$ cat src/rtl/drt_pkg.sv
// ----------------------------------------------------------------------------
// drt_pkg
// Types, constants and the lane divide-by-ten helper for the decimal
// round-to-integer block.
// ----------------------------------------------------------------------------
`default_nettype none

package drt_pkg;

  localparam int MAG_W    = 96;
  localparam int SCALE_W  = 5;
  localparam int MODE_W   = 2;
  localparam int LANE_W   = 16;
  localparam int LANES    = MAG_W / LANE_W;
  localparam int REM_W    = 4;
  localparam int X_W      = LANE_W + REM_W;
  localparam int RECIP_W  = 19;
  localparam int PROD_W   = X_W + RECIP_W;
  localparam int RECIP_SH = 22;

  // ceil(2^22 / 10); exact quotient for any x below 10 * 2^16
  localparam logic [RECIP_W-1:0] RECIP_TEN = 19'd419431;

  localparam logic [REM_W-1:0] DIGIT_HALF = 4'd5;

  localparam logic [MODE_W-1:0] MODE_TRUNC  = 2'd0;
  localparam logic [MODE_W-1:0] MODE_FLOOR  = 2'd1;
  localparam logic [MODE_W-1:0] MODE_ROUND  = 2'd2;
  localparam logic [MODE_W-1:0] MODE_NEGATE = 2'd3;

  typedef logic [LANES-1:0][LANE_W-1:0] lanes_t;

  typedef struct packed {
    logic [LANE_W-1:0] q;
    logic [REM_W-1:0]  r;
  } lane_div_t;

  typedef struct packed {
    logic             load;
    logic [LANES-1:0] step;
    logic             inc;
    logic             publish;
  } drt_cmd_t;

  typedef struct packed {
    logic [SCALE_W-1:0] div_count;
  } drt_stat_t;

  // x = rem * 2^16 + lane, rem < 10
  function automatic lane_div_t lane_div10(input logic [X_W-1:0] x);
    logic [PROD_W-1:0] prod;
    logic [X_W-1:0]    back;
    lane_div_t         res;
    prod  = PROD_W'(x) * PROD_W'(RECIP_TEN);
    res.q = prod[RECIP_SH +: LANE_W];
    back  = {1'b0, res.q, 3'b000} + {3'b000, res.q, 1'b0};
    res.r = REM_W'(x - back);
    return res;
  endfunction

endpackage

`default_nettype wire

$ cat src/rtl/drt_ctrl.sv
// ----------------------------------------------------------------------------
// drt_ctrl
// Sequencer: accepts an item, runs the divide wavefront across the lanes,
// issues the increment step and hands the result to the output register.
// ----------------------------------------------------------------------------
`default_nettype none

module drt_ctrl
  import drt_pkg::*;
#(
  parameter int MAX_SCALE = 28
) (
  input  wire logic      clk,
  input  wire logic      rst,
  input  wire logic      in_valid,
  output logic           in_stall,
  output logic           out_valid,
  input  wire logic      out_stall,
  input  wire drt_stat_t stat,
  output drt_cmd_t       cmd
);

  localparam int CNT_W = $clog2(MAX_SCALE + LANES);

  typedef enum logic [1:0] {
    S_IDLE,
    S_DIV,
    S_INC,
    S_DONE
  } state_t;

  state_t            state;
  logic [CNT_W-1:0]  cyc;
  logic [CNT_W-1:0]  div_cnt;
  logic              div_end;

  assign div_cnt = CNT_W'(stat.div_count);
  assign div_end = (stat.div_count == '0) || (cyc == div_cnt + CNT_W'(LANES - 2));
  assign in_stall = (state != S_IDLE);

  always_comb begin
    cmd.load    = in_valid && (state == S_IDLE);
    cmd.inc     = (state == S_INC);
    cmd.publish = (state == S_DONE) && (!out_valid || !out_stall);
    for (int k = 0; k < LANES; k++) begin
      // lane k runs one step behind the lane above it
      cmd.step[k] = (state == S_DIV) && (cyc >= CNT_W'(LANES - 1 - k)) &&
                    (cyc < div_cnt + CNT_W'(LANES - 1 - k));
    end
  end

  always_ff @(posedge clk) begin
    if (rst) begin
      state     <= S_IDLE;
      cyc       <= '0;
      out_valid <= 1'b0;
    end else begin
      if (cmd.publish) begin
        out_valid <= 1'b1;
      end else if (out_valid && !out_stall) begin
        out_valid <= 1'b0;
      end
      case (state)
        S_IDLE: begin
          cyc <= '0;
          if (in_valid) begin
            state <= S_DIV;
          end
        end
        S_DIV: begin
          cyc <= cyc + 1'b1;
          if (div_end) begin
            state <= S_INC;
          end
        end
        S_INC: begin
          state <= S_DONE;
        end
        S_DONE: begin
          if (cmd.publish) begin
            state <= S_IDLE;
          end
        end
        default: begin
          state <= S_IDLE;
        end
      endcase
    end
  end

endmodule

`default_nettype wire

$ cat src/rtl/drt_dpath.sv
// ----------------------------------------------------------------------------
// drt_dpath
// Six 16-bit lanes, each with its own divide-by-ten unit, a sticky digit
// flag, the 96-bit increment and the output register.
// ----------------------------------------------------------------------------
`default_nettype none

module drt_dpath
  import drt_pkg::*;
#(
  parameter int MAX_SCALE = 28
) (
  input  wire logic               clk,
  input  wire drt_cmd_t           cmd,
  output drt_stat_t               stat,
  input  wire logic [MODE_W-1:0]  mode,
  input  wire logic [63:0]        magnitude_low,
  input  wire logic [31:0]        magnitude_high,
  input  wire logic               negative,
  input  wire logic [SCALE_W-1:0] scale,
  output logic [63:0]             out_magnitude_low,
  output logic [31:0]             out_magnitude_high,
  output logic                    out_negative,
  output logic [SCALE_W-1:0]      out_scale
);

  localparam logic [SCALE_W-1:0] SCALE_LIM = SCALE_W'(MAX_SCALE);

  lanes_t                       lane;
  logic [LANES-1:0][REM_W-1:0]  rem;
  logic                         sticky;
  logic [MODE_W-1:0]            mode_q;
  logic                         neg_q;
  logic [SCALE_W-1:0]           scale_q;
  logic [SCALE_W-1:0]           div_count;
  logic [SCALE_W-1:0]           scale_sat;
  logic                         inc_hit;
  logic [MAG_W-1:0]             mag_inc;
  lane_div_t [LANES-1:0]        dres;

  assign scale_sat = (scale > SCALE_LIM) ? SCALE_LIM : scale;
  assign stat.div_count = div_count;
  assign mag_inc = lane + MAG_W'(1);

  always_comb begin
    case (mode_q)
      MODE_FLOOR: inc_hit = neg_q && sticky;
      MODE_ROUND: inc_hit = (div_count != '0) && (rem[0] >= DIGIT_HALF);
      default:    inc_hit = 1'b0;
    endcase
  end

  for (genvar k = 0; k < LANES; k++) begin : g_lane
    logic [REM_W-1:0] rem_in;
    if (k == LANES - 1) begin : g_top
      assign rem_in = '0;
    end else begin : g_mid
      assign rem_in = rem[k+1];
    end
    assign dres[k] = lane_div10({rem_in, lane[k]});
  end

  always_ff @(posedge clk) begin
    if (cmd.load) begin
      lane      <= {magnitude_high, magnitude_low};
      rem       <= '0;
      sticky    <= 1'b0;
      mode_q    <= mode;
      neg_q     <= negative;
      scale_q   <= scale_sat;
      div_count <= (mode == MODE_NEGATE) ? '0 : scale_sat;
    end else begin
      for (int k = 0; k < LANES; k++) begin
        if (cmd.step[k]) begin
          lane[k] <= dres[k].q;
          rem[k]  <= dres[k].r;
        end
      end
      if (cmd.step[0] && (dres[0].r != '0)) begin
        sticky <= 1'b1;
      end
      if (cmd.inc && inc_hit) begin
        lane <= mag_inc;
      end
    end
  end

  always_ff @(posedge clk) begin
    if (cmd.publish) begin
      {out_magnitude_high, out_magnitude_low} <= lane;
      if (mode_q == MODE_NEGATE) begin
        out_negative <= ~neg_q;
        out_scale    <= scale_q;
      end else begin
        out_negative <= neg_q;
        out_scale    <= '0;
      end
    end
  end

endmodule

`default_nettype wire

$ cat src/rtl/decimal_round_to_integer.sv
// ----------------------------------------------------------------------------
// decimal_round_to_integer
// Rounds a scaled 96-bit decimal to an integer (truncate, floor, round half
// away from zero) or negates it.
//
// Input channel: in_valid / in_stall with mode, magnitude_low/high, negative
// and scale. Output channel: out_valid / out_stall with the out_* fields.
// One result per item, in order.
// The magnitude is held as six 16-bit lanes, each with its own divide-by-ten
// unit. A division step ripples down the lanes, each lane taking it in the
// cycle after the lane above, so a new step starts every cycle.
// The division count is the saturated scale (none in negate mode).
// The next item is accepted in the cycle after the result moves to the output
// register, so the block takes no new item before the last one is done.
// The output register holds the result while out_stall is high; the block
// finishes the following item and waits for the register to free up.
// Reset (rst, synchronous) returns the sequencer to idle and empties the
// output register.
// ----------------------------------------------------------------------------
`default_nettype none

module decimal_round_to_integer
  import drt_pkg::*;
#(
  parameter int MAX_SCALE = 28
) (
  input  wire logic               clk,
  input  wire logic               rst,
  input  wire logic               in_valid,
  output logic                    in_stall,
  input  wire logic [MODE_W-1:0]  mode,
  input  wire logic [63:0]        magnitude_low,
  input  wire logic [31:0]        magnitude_high,
  input  wire logic               negative,
  input  wire logic [SCALE_W-1:0] scale,
  output logic                    out_valid,
  input  wire logic               out_stall,
  output logic [63:0]             out_magnitude_low,
  output logic [31:0]             out_magnitude_high,
  output logic                    out_negative,
  output logic [SCALE_W-1:0]      out_scale
);

  drt_cmd_t  cmd;
  drt_stat_t stat;

  drt_ctrl #(
    .MAX_SCALE (MAX_SCALE)
  ) u_ctrl (
    .clk       (clk),
    .rst       (rst),
    .in_valid  (in_valid),
    .in_stall  (in_stall),
    .out_valid (out_valid),
    .out_stall (out_stall),
    .stat      (stat),
    .cmd       (cmd)
  );

  drt_dpath #(
    .MAX_SCALE (MAX_SCALE)
  ) u_dpath (
    .clk                (clk),
    .cmd                (cmd),
    .stat               (stat),
    .mode               (mode),
    .magnitude_low      (magnitude_low),
    .magnitude_high     (magnitude_high),
    .negative           (negative),
    .scale              (scale),
    .out_magnitude_low  (out_magnitude_low),
    .out_magnitude_high (out_magnitude_high),
    .out_negative       (out_negative),
    .out_scale          (out_scale)
  );

endmodule

`default_nettype wire

$ cat config.mk
export PLATFORM = sky130hd
export DESIGN_NAME = decimal_round_to_integer
export DESIGN_NICKNAME = d
export VERILOG_FILES = /design/src/rtl/drt_pkg.sv /design/src/rtl/drt_ctrl.sv /design/src/rtl/drt_dpath.sv /design/src/rtl/decimal_round_to_integer.sv
export SDC_FILE = /design/constraint.sdc
export NUM_CORES = 2
export LEC_CHECK = 0
export ABC_AREA = 1
export BUFFER_PORTS_ARGS = -buffer_cell sky130_fd_sc_hd__clkbuf_2
export CAP_MARGIN = 30
export CORE_ASPECT_RATIO = 0.7
export CORE_MARGIN = 2
export CORE_UTILIZATION = 47
export CTS_BUF_LIST = sky130_fd_sc_hd__clkbuf_8
export CTS_CLUSTER_DIAMETER = 40
export DETAILED_ROUTE_END_ITERATION = 6
export HOLD_SLACK_MARGIN = 0.05
export PLACE_DENSITY = 0.64
export RECOVER_POWER = 25
export SLEW_MARGIN = 20
export SYNTH_ARGS = -nofsm -noshare
export SYNTH_HDL_FRONTEND = slang
export SYNTH_SLANG_ARGS = --single-unit
$ cat constraint.sdc
create_clock -name clk -period 17.45 [get_ports clk]
set_input_delay 0 -clock clk [delete_from_list [all_inputs] [get_ports clk]]
set_output_delay 0 -clock clk [all_outputs]
set_load 0.02 [all_outputs]
## Word level (Yosys, flattened, before mapping)

Cells that the tools add are included.

- Register bits: 245
- Output and inout port bits: 104
- Input bits: 108
- Logic and storage cells: 130

- Multiplexer cells: 18
- Bitwise logic cells: 1
- Reductions and logical operators: 37
- $add $sub $neg: 19
- $lt $le $gt $ge: 14
- Eq/ne operators: 11
- Multiply operators: 6

Operator list:

| cell | count |
|---|---|
| $mux 96 | 2 |
| $mul 20x19->38 const B | 5 |
| $add 96x1->96 const B | 1 |
| $mux 16 | 6 |
| $mul 16x19->35 const B | 1 |
| $lt 6x6->1 | 5 |
| $add 4x4->4 | 6 |
| $sub 4x4->4 | 6 |
| $logic_and 1x1->1 | 19 |
| $reduce_bool 3->1 | 6 |
| $add 5x2->6 const B | 2 |
| $add 5x3->6 const B | 2 |
| $ge 6x1->1 const B | 2 |
| $ge 6x2->1 const B | 2 |
| $ge 6x3->1 const B | 2 |
| $pmux 6 s2 | 1 |
| $eq 2x2->1 const B | 5 |
| $pmux 2 s4 | 1 |
| $add 5x1->6 const B | 1 |
| $add 6x1->6 const B | 1 |
| $eq 6x6->1 | 1 |
| $lt 6x5->1 | 1 |
| $mux 2 | 3 |
| $reduce_bool 2->1 | 3 |
| other kinds (16) | 22 |

## Longest topological paths before layout

- Word-level depth: 6
- Gate-level depth with buffers: 34
- Mapped depth without buffers: 34

## Cells and area by module

A second synthesis with hierarchy kept.

- Cells, all modules: 6552
- Area total of the unflattened synthesis: 55276.8 um^2

By module, submodules not included:

| module | seq. area each (um^2) | times used | area an instance (um^2) | cells each |
|---|---|---|---|---|
| drt_dpath | 6836.6 | 1 | 53712.8 | 6324 |
| drt_ctrl | 180.2 | 1 | 1564.0 | 228 |

## Worst setup path before layout

Ideal clock, no wire load.

- Path kind: register to register
- Start: register u_ctrl.state[0]
- End: register u_dpath.out_magnitude_high[0], enable pin
- Cell stages (with the launch flop): 4
- Arrival time: 5.463 ns
- Buffers on the path: 0
- Data required time: 16.854 ns
- Setup time: 0.596 ns
- Clock period less this slack: 6.059 ns
- Setup slack: 11.391 ns
- Path through: dfxtp_1 > ha_1 > inv_1 > a21oi_1

RTL lines:

| element | line | source |
|---|---|---|
| start: declaration | drt_ctrl.sv:32 | `state_t state;` |
| start signal: assignment | drt_ctrl.sv:54 | `state <= S_IDLE;` |
| start signal: assignment | drt_ctrl.sv:67 | `state <= S_DIV;` |
| start signal: assignment | drt_ctrl.sv:73 | `state <= S_INC;` |
| end signal: assignment | drt_dpath.sv:90 | `{out_magnitude_high, out_magnitude_low} <= lane;` |
| end: declaration | drt_dpath.sv:22 | `output logic [31:0] out_magnitude_high,` |

## Worst setup path after layout

- Start: register u_dpath.lane[0] in the netlist's numbering
- End: register u_dpath.rem[3] in the netlist's numbering

- Cells in the longest elaborated chain, start to end: 3

Ends and longest elaborated chain:

| element | line | source |
|---|---|---|
| start: declaration | drt_dpath.sv:29 | `lanes_t lane;` |
| start signal: assignment | drt_dpath.sv:65 | `lane <= {magnitude_high, magnitude_low};` |
| start signal: indexed assignment | drt_dpath.sv:75 | `lane[k] <= dres[k].q;` |
| start signal: assignment | drt_dpath.sv:83 | `lane <= mag_inc;` |
| $mul 20x19->38 | drt_pkg.sv:54 | `prod = PROD_W'(x) * PROD_W'(RECIP_TEN);` |
| $add 4x4->4 | drt_pkg.sv:56 | `back = {1'b0, res.q, 3'b000} + {3'b000, res.q, 1'b0};` |
| $sub 4x4->4 (*) | drt_pkg.sv:57 | `res.r = REM_W'(x - back);` |
| end signal: indexed assignment | drt_dpath.sv:76 | `rem[k] <= dres[k].r;` |
| end: declaration | drt_dpath.sv:30 | `logic [LANES-1:0][REM_W-1:0] rem;` |

Mark *: on every way between the ends. The rest lies on a longest branch, timed or not.
A chain may end at the register's enable or synchronous reset.

==> impl_metrics.tcl <==
set metrics [dict create \
    run_status "finished clean" \
    grt.met2_usage 0.434 \
    drive_gt1_frac 0.0500 \
    setup_viol 0 \
    relSlewSlack 0.0718 \
    core_region_area_um2 117000 \
    min_path_cells 4 \
    num_rows 105 \
    synth_top_area_cell "fa_1" \
    fin_skew_ns 0.0604 \
    grt_use_total 0.340 \
    postSynthCellCount 6548 \
    crit_type "reg -> reg" \
    grt_max_degree 58 \
    grt_pass1_vias 46300 \
    critPathTopFamily "adder cells" \
    routedWlPerCell_um 23.9 \
    grt_overflow_total 0 \
    clockBufferDepth 3 \
    place_area_um2 58200 \
    crit_path_max_fanout 12 \
    synth-seq-area-share 0.127 \
    cp_slowest_cell "clkbuf_1" \
    regArea_um2 7020 \
    timing.final.crit_period_ns 7.05 \
    synth_nets 8435 \
    htreeDepth 2 \
    ios 212 \
    vias 46700 \
    grt_busiest_layer "met1" \
    firstDrtPassIters 6 \
    min_period_over_period 0.404 \
    synth_top_area_share 0.287 \
    antenna_found_initial 7 \
    timing.setup.tns_ns 0 \
    wirelength_um 203000 \
    path_buf_inv 9 \
    fin_area_um2 60700 \
    insertion_delay_ns 0.77 \
    r2r_slack_ns 10.40 \
    avgSynthCellArea_um2 8.43 \
    die-width_um 414 \
    port_buffers 211 \
    slew_viol_final 0 \
    cp_data_arrival_time_ns 7.60 \
    drtIter0Drc 5195 \
    syn_to_final_growth_pct 9.86 \
    synth_area_um2 55200 \
    cts_setup_buffers 0 \
    synth-seq-cells 245 \
    gr-usage-met1 0.519 \
    ys_types 58 \
    report.final.hold_viol_count 0 \
    initial_utilization 0.472 \
    hold_end "u_dpath.lane[18]" \
    ant_nets 0 \
    worst_pin_slew_ns 1.39 \
    hp-start "magnitude_low[18]" \
    drv_cap 0 \
    place_congestion 1.05 \
    timing.rr.end "u_dpath.rem[3]" \
    yosysWarnings 0 \
    cts_tree "done" \
    die_area_um2 120000 \
    dp_hpwl_um 176000 \
    cts.clk_slew.worst_paths_ns 0.06 \
    cp_common_cell "inv_1" \
    rsz0062_at_grt "no" \
    setup.worst_path.start_class "flip-flop" \
    drcViolationCount 0 \
    cts_sinks 245 \
    clock.fmax_mhz 142 \
    cts_made_buffers 58 \
    critPathMaxStageDelay_ns 1.02 \
    reg2reg_depth 31 \
    required_ns 18.01 \
    synthTopCellsByArea "fa_1 (29%), ha_1 (22%), inv_1 (12%)" \
    grt_use_met3 0.134 \
    cts-root-buf "clkbuf_8" \
    nets 8798 \
    viasPerCell 5.48 \
    grt_pass1_wl_um 300000 \
    end_kind "flip-flop" \
    min_path_type "in -> reg" \
    timing.rr.start "u_dpath.lane[0]" \
    die_height_um 291 \
    multi_input_area_um2 41300 \
    fillers 11300 \
]
-- worst max path at each step --
| stage | startpoint | endpoint | depth (start not counted) |
|---|---|---|---|
| floorplan | u_ctrl.state[0] | u_dpath.out_magnitude_high[0] | 3 |
| global placement | u_dpath.lane[63] | u_dpath.g_lane[2].rem_in[2] | 22 |
| detailed placement | u_dpath.lane[88] | u_dpath.g_lane[4].rem_in[2] | 22 |
| CTS | u_dpath.lane[88] | u_dpath.g_lane[4].rem_in[2] | 22 |
| global route | u_dpath.lane[0] | u_dpath.rem[3] | 30 |
| finish | u_dpath.lane[0] | u_dpath.rem[3] | 31 |
-- cells by family after synthesis --
group,Yosys count,synth area share
AO/OA/AOI/OAI,735,0.0749
XOR/XNOR,136,0.0216
adder cells (fa/ha/maj),1779,0.511
buffers and inverters,1856,0.127
flip-flops,245,0.127
multiplexers,1,0.000204
AND/OR/NAND/NOR,1796,0.139
-- area by class of cell --
type                    count  area share
flip-flops and latches    245       0.116
repair buffers            348      0.0388
multi-input cells        4447       0.680
clock buffers              61      0.0138
clock inverters            48     0.00757
inverters                1811       0.112
well taps                1551      0.0320
diodes                      3    0.000124
-- metal layers --
metal  wire [µm]  up-vias
met4        6620        8
met1       92400    22700
li1            -    21300
met2       75300     2366
met5         167        -
met3       28800      274
-- state kept, by name (all words and copies together) (netlist names), 4 cells and up --
register	cells
u_dpath.lane	96
u_dpath.out_magnitude_low	64
u_dpath.out_magnitude_high	32
u_dpath.g_lane.rem_in	20
u_ctrl.cyc	6
u_dpath.out_scale	5
u_dpath.scale_q	5
u_dpath.stat	5
u_dpath.rem	4
-- worst register-to-register path: cells and delay by family, from the launching register on --
kind / cells / cell delay (ns)
compound gates: 4 / 0.55
xor+xnor: 2 / 0.40
fa+ha+maj: 8 / 2.97
buf+inv: 9 / 1.87
flops: 1 / 0.36
simple gates: 8 / 0.75
-- per-stage QoR --
step	setup WS, ns	hold slack, ns	instances	utilization
finish	10.40	0.110	8514	0.519
global route	10.14	0.124	8512	0.519
CTS	10.62	0.0528	8510	0.519
detailed placement	10.62	0.182	8284	0.498
global placement	10.67	0.183	8281	0.498
floorplan	11.39	0.0989	6548	-
-- cells in the mapped netlist, drive strengths merged --
cell type  instances
a2111oi            1
a211oi            14
a21boi             6
a21o              35
a21oi            364
a221oi             4
a22oi              2
a311oi             1
a31o               1
a31oi             32
a32o               1
and2               4
and3               1
buf               16
clkbuf            29
dfxtp             34
edfxtp           211
fa               791
ha               988
inv             1811
mux2               1
nand2            863
nand3            259
nand3b            17
nand4             49
nor2             440
nor3             100
nor3b              5
nor4              36
o211a              2
o211ai            13
o21a              11
o21ai            186
o21bai            34
o221a              2
o221ai            10
o22a               4
o22ai              9
o311ai             1
o31ai              2
or2               21
or3                1
xnor2             57
xor2              79
-- what timing repair did --
| item | in CTS | in global routing |
|---|---|---|
| hold buffers | 117 | 0 |
| hold endpoints to repair | 121 | 0 |
| resized for setup | 0 | 0 |
-- cell usage in the layout (no fill, tap or decap), drive strengths merged, types with 7 or more instances in the layout --
cell type    instances
a211oi              14
a21o                35
a21oi              364
a31oi               32
buf                 18
bufinv               7
clkbuf             274
clkinv              23
dfxtp               34
dlygate4sd3        117
edfxtp             211
fa                 791
ha                 988
inv               1825
nand2              863
nand3              259
nand3b              17
nand4               49
nor2               440
nor3               100
nor4                36
o211ai              13
o21a                11
o21ai              186
o21bai              34
o221ai              10
o22ai                9
or2                 21
xnor2               57
xor2                79
Power is not shown: default switching activity piles up to over one toggle a cycle in this logic, so the estimate is an artifact.
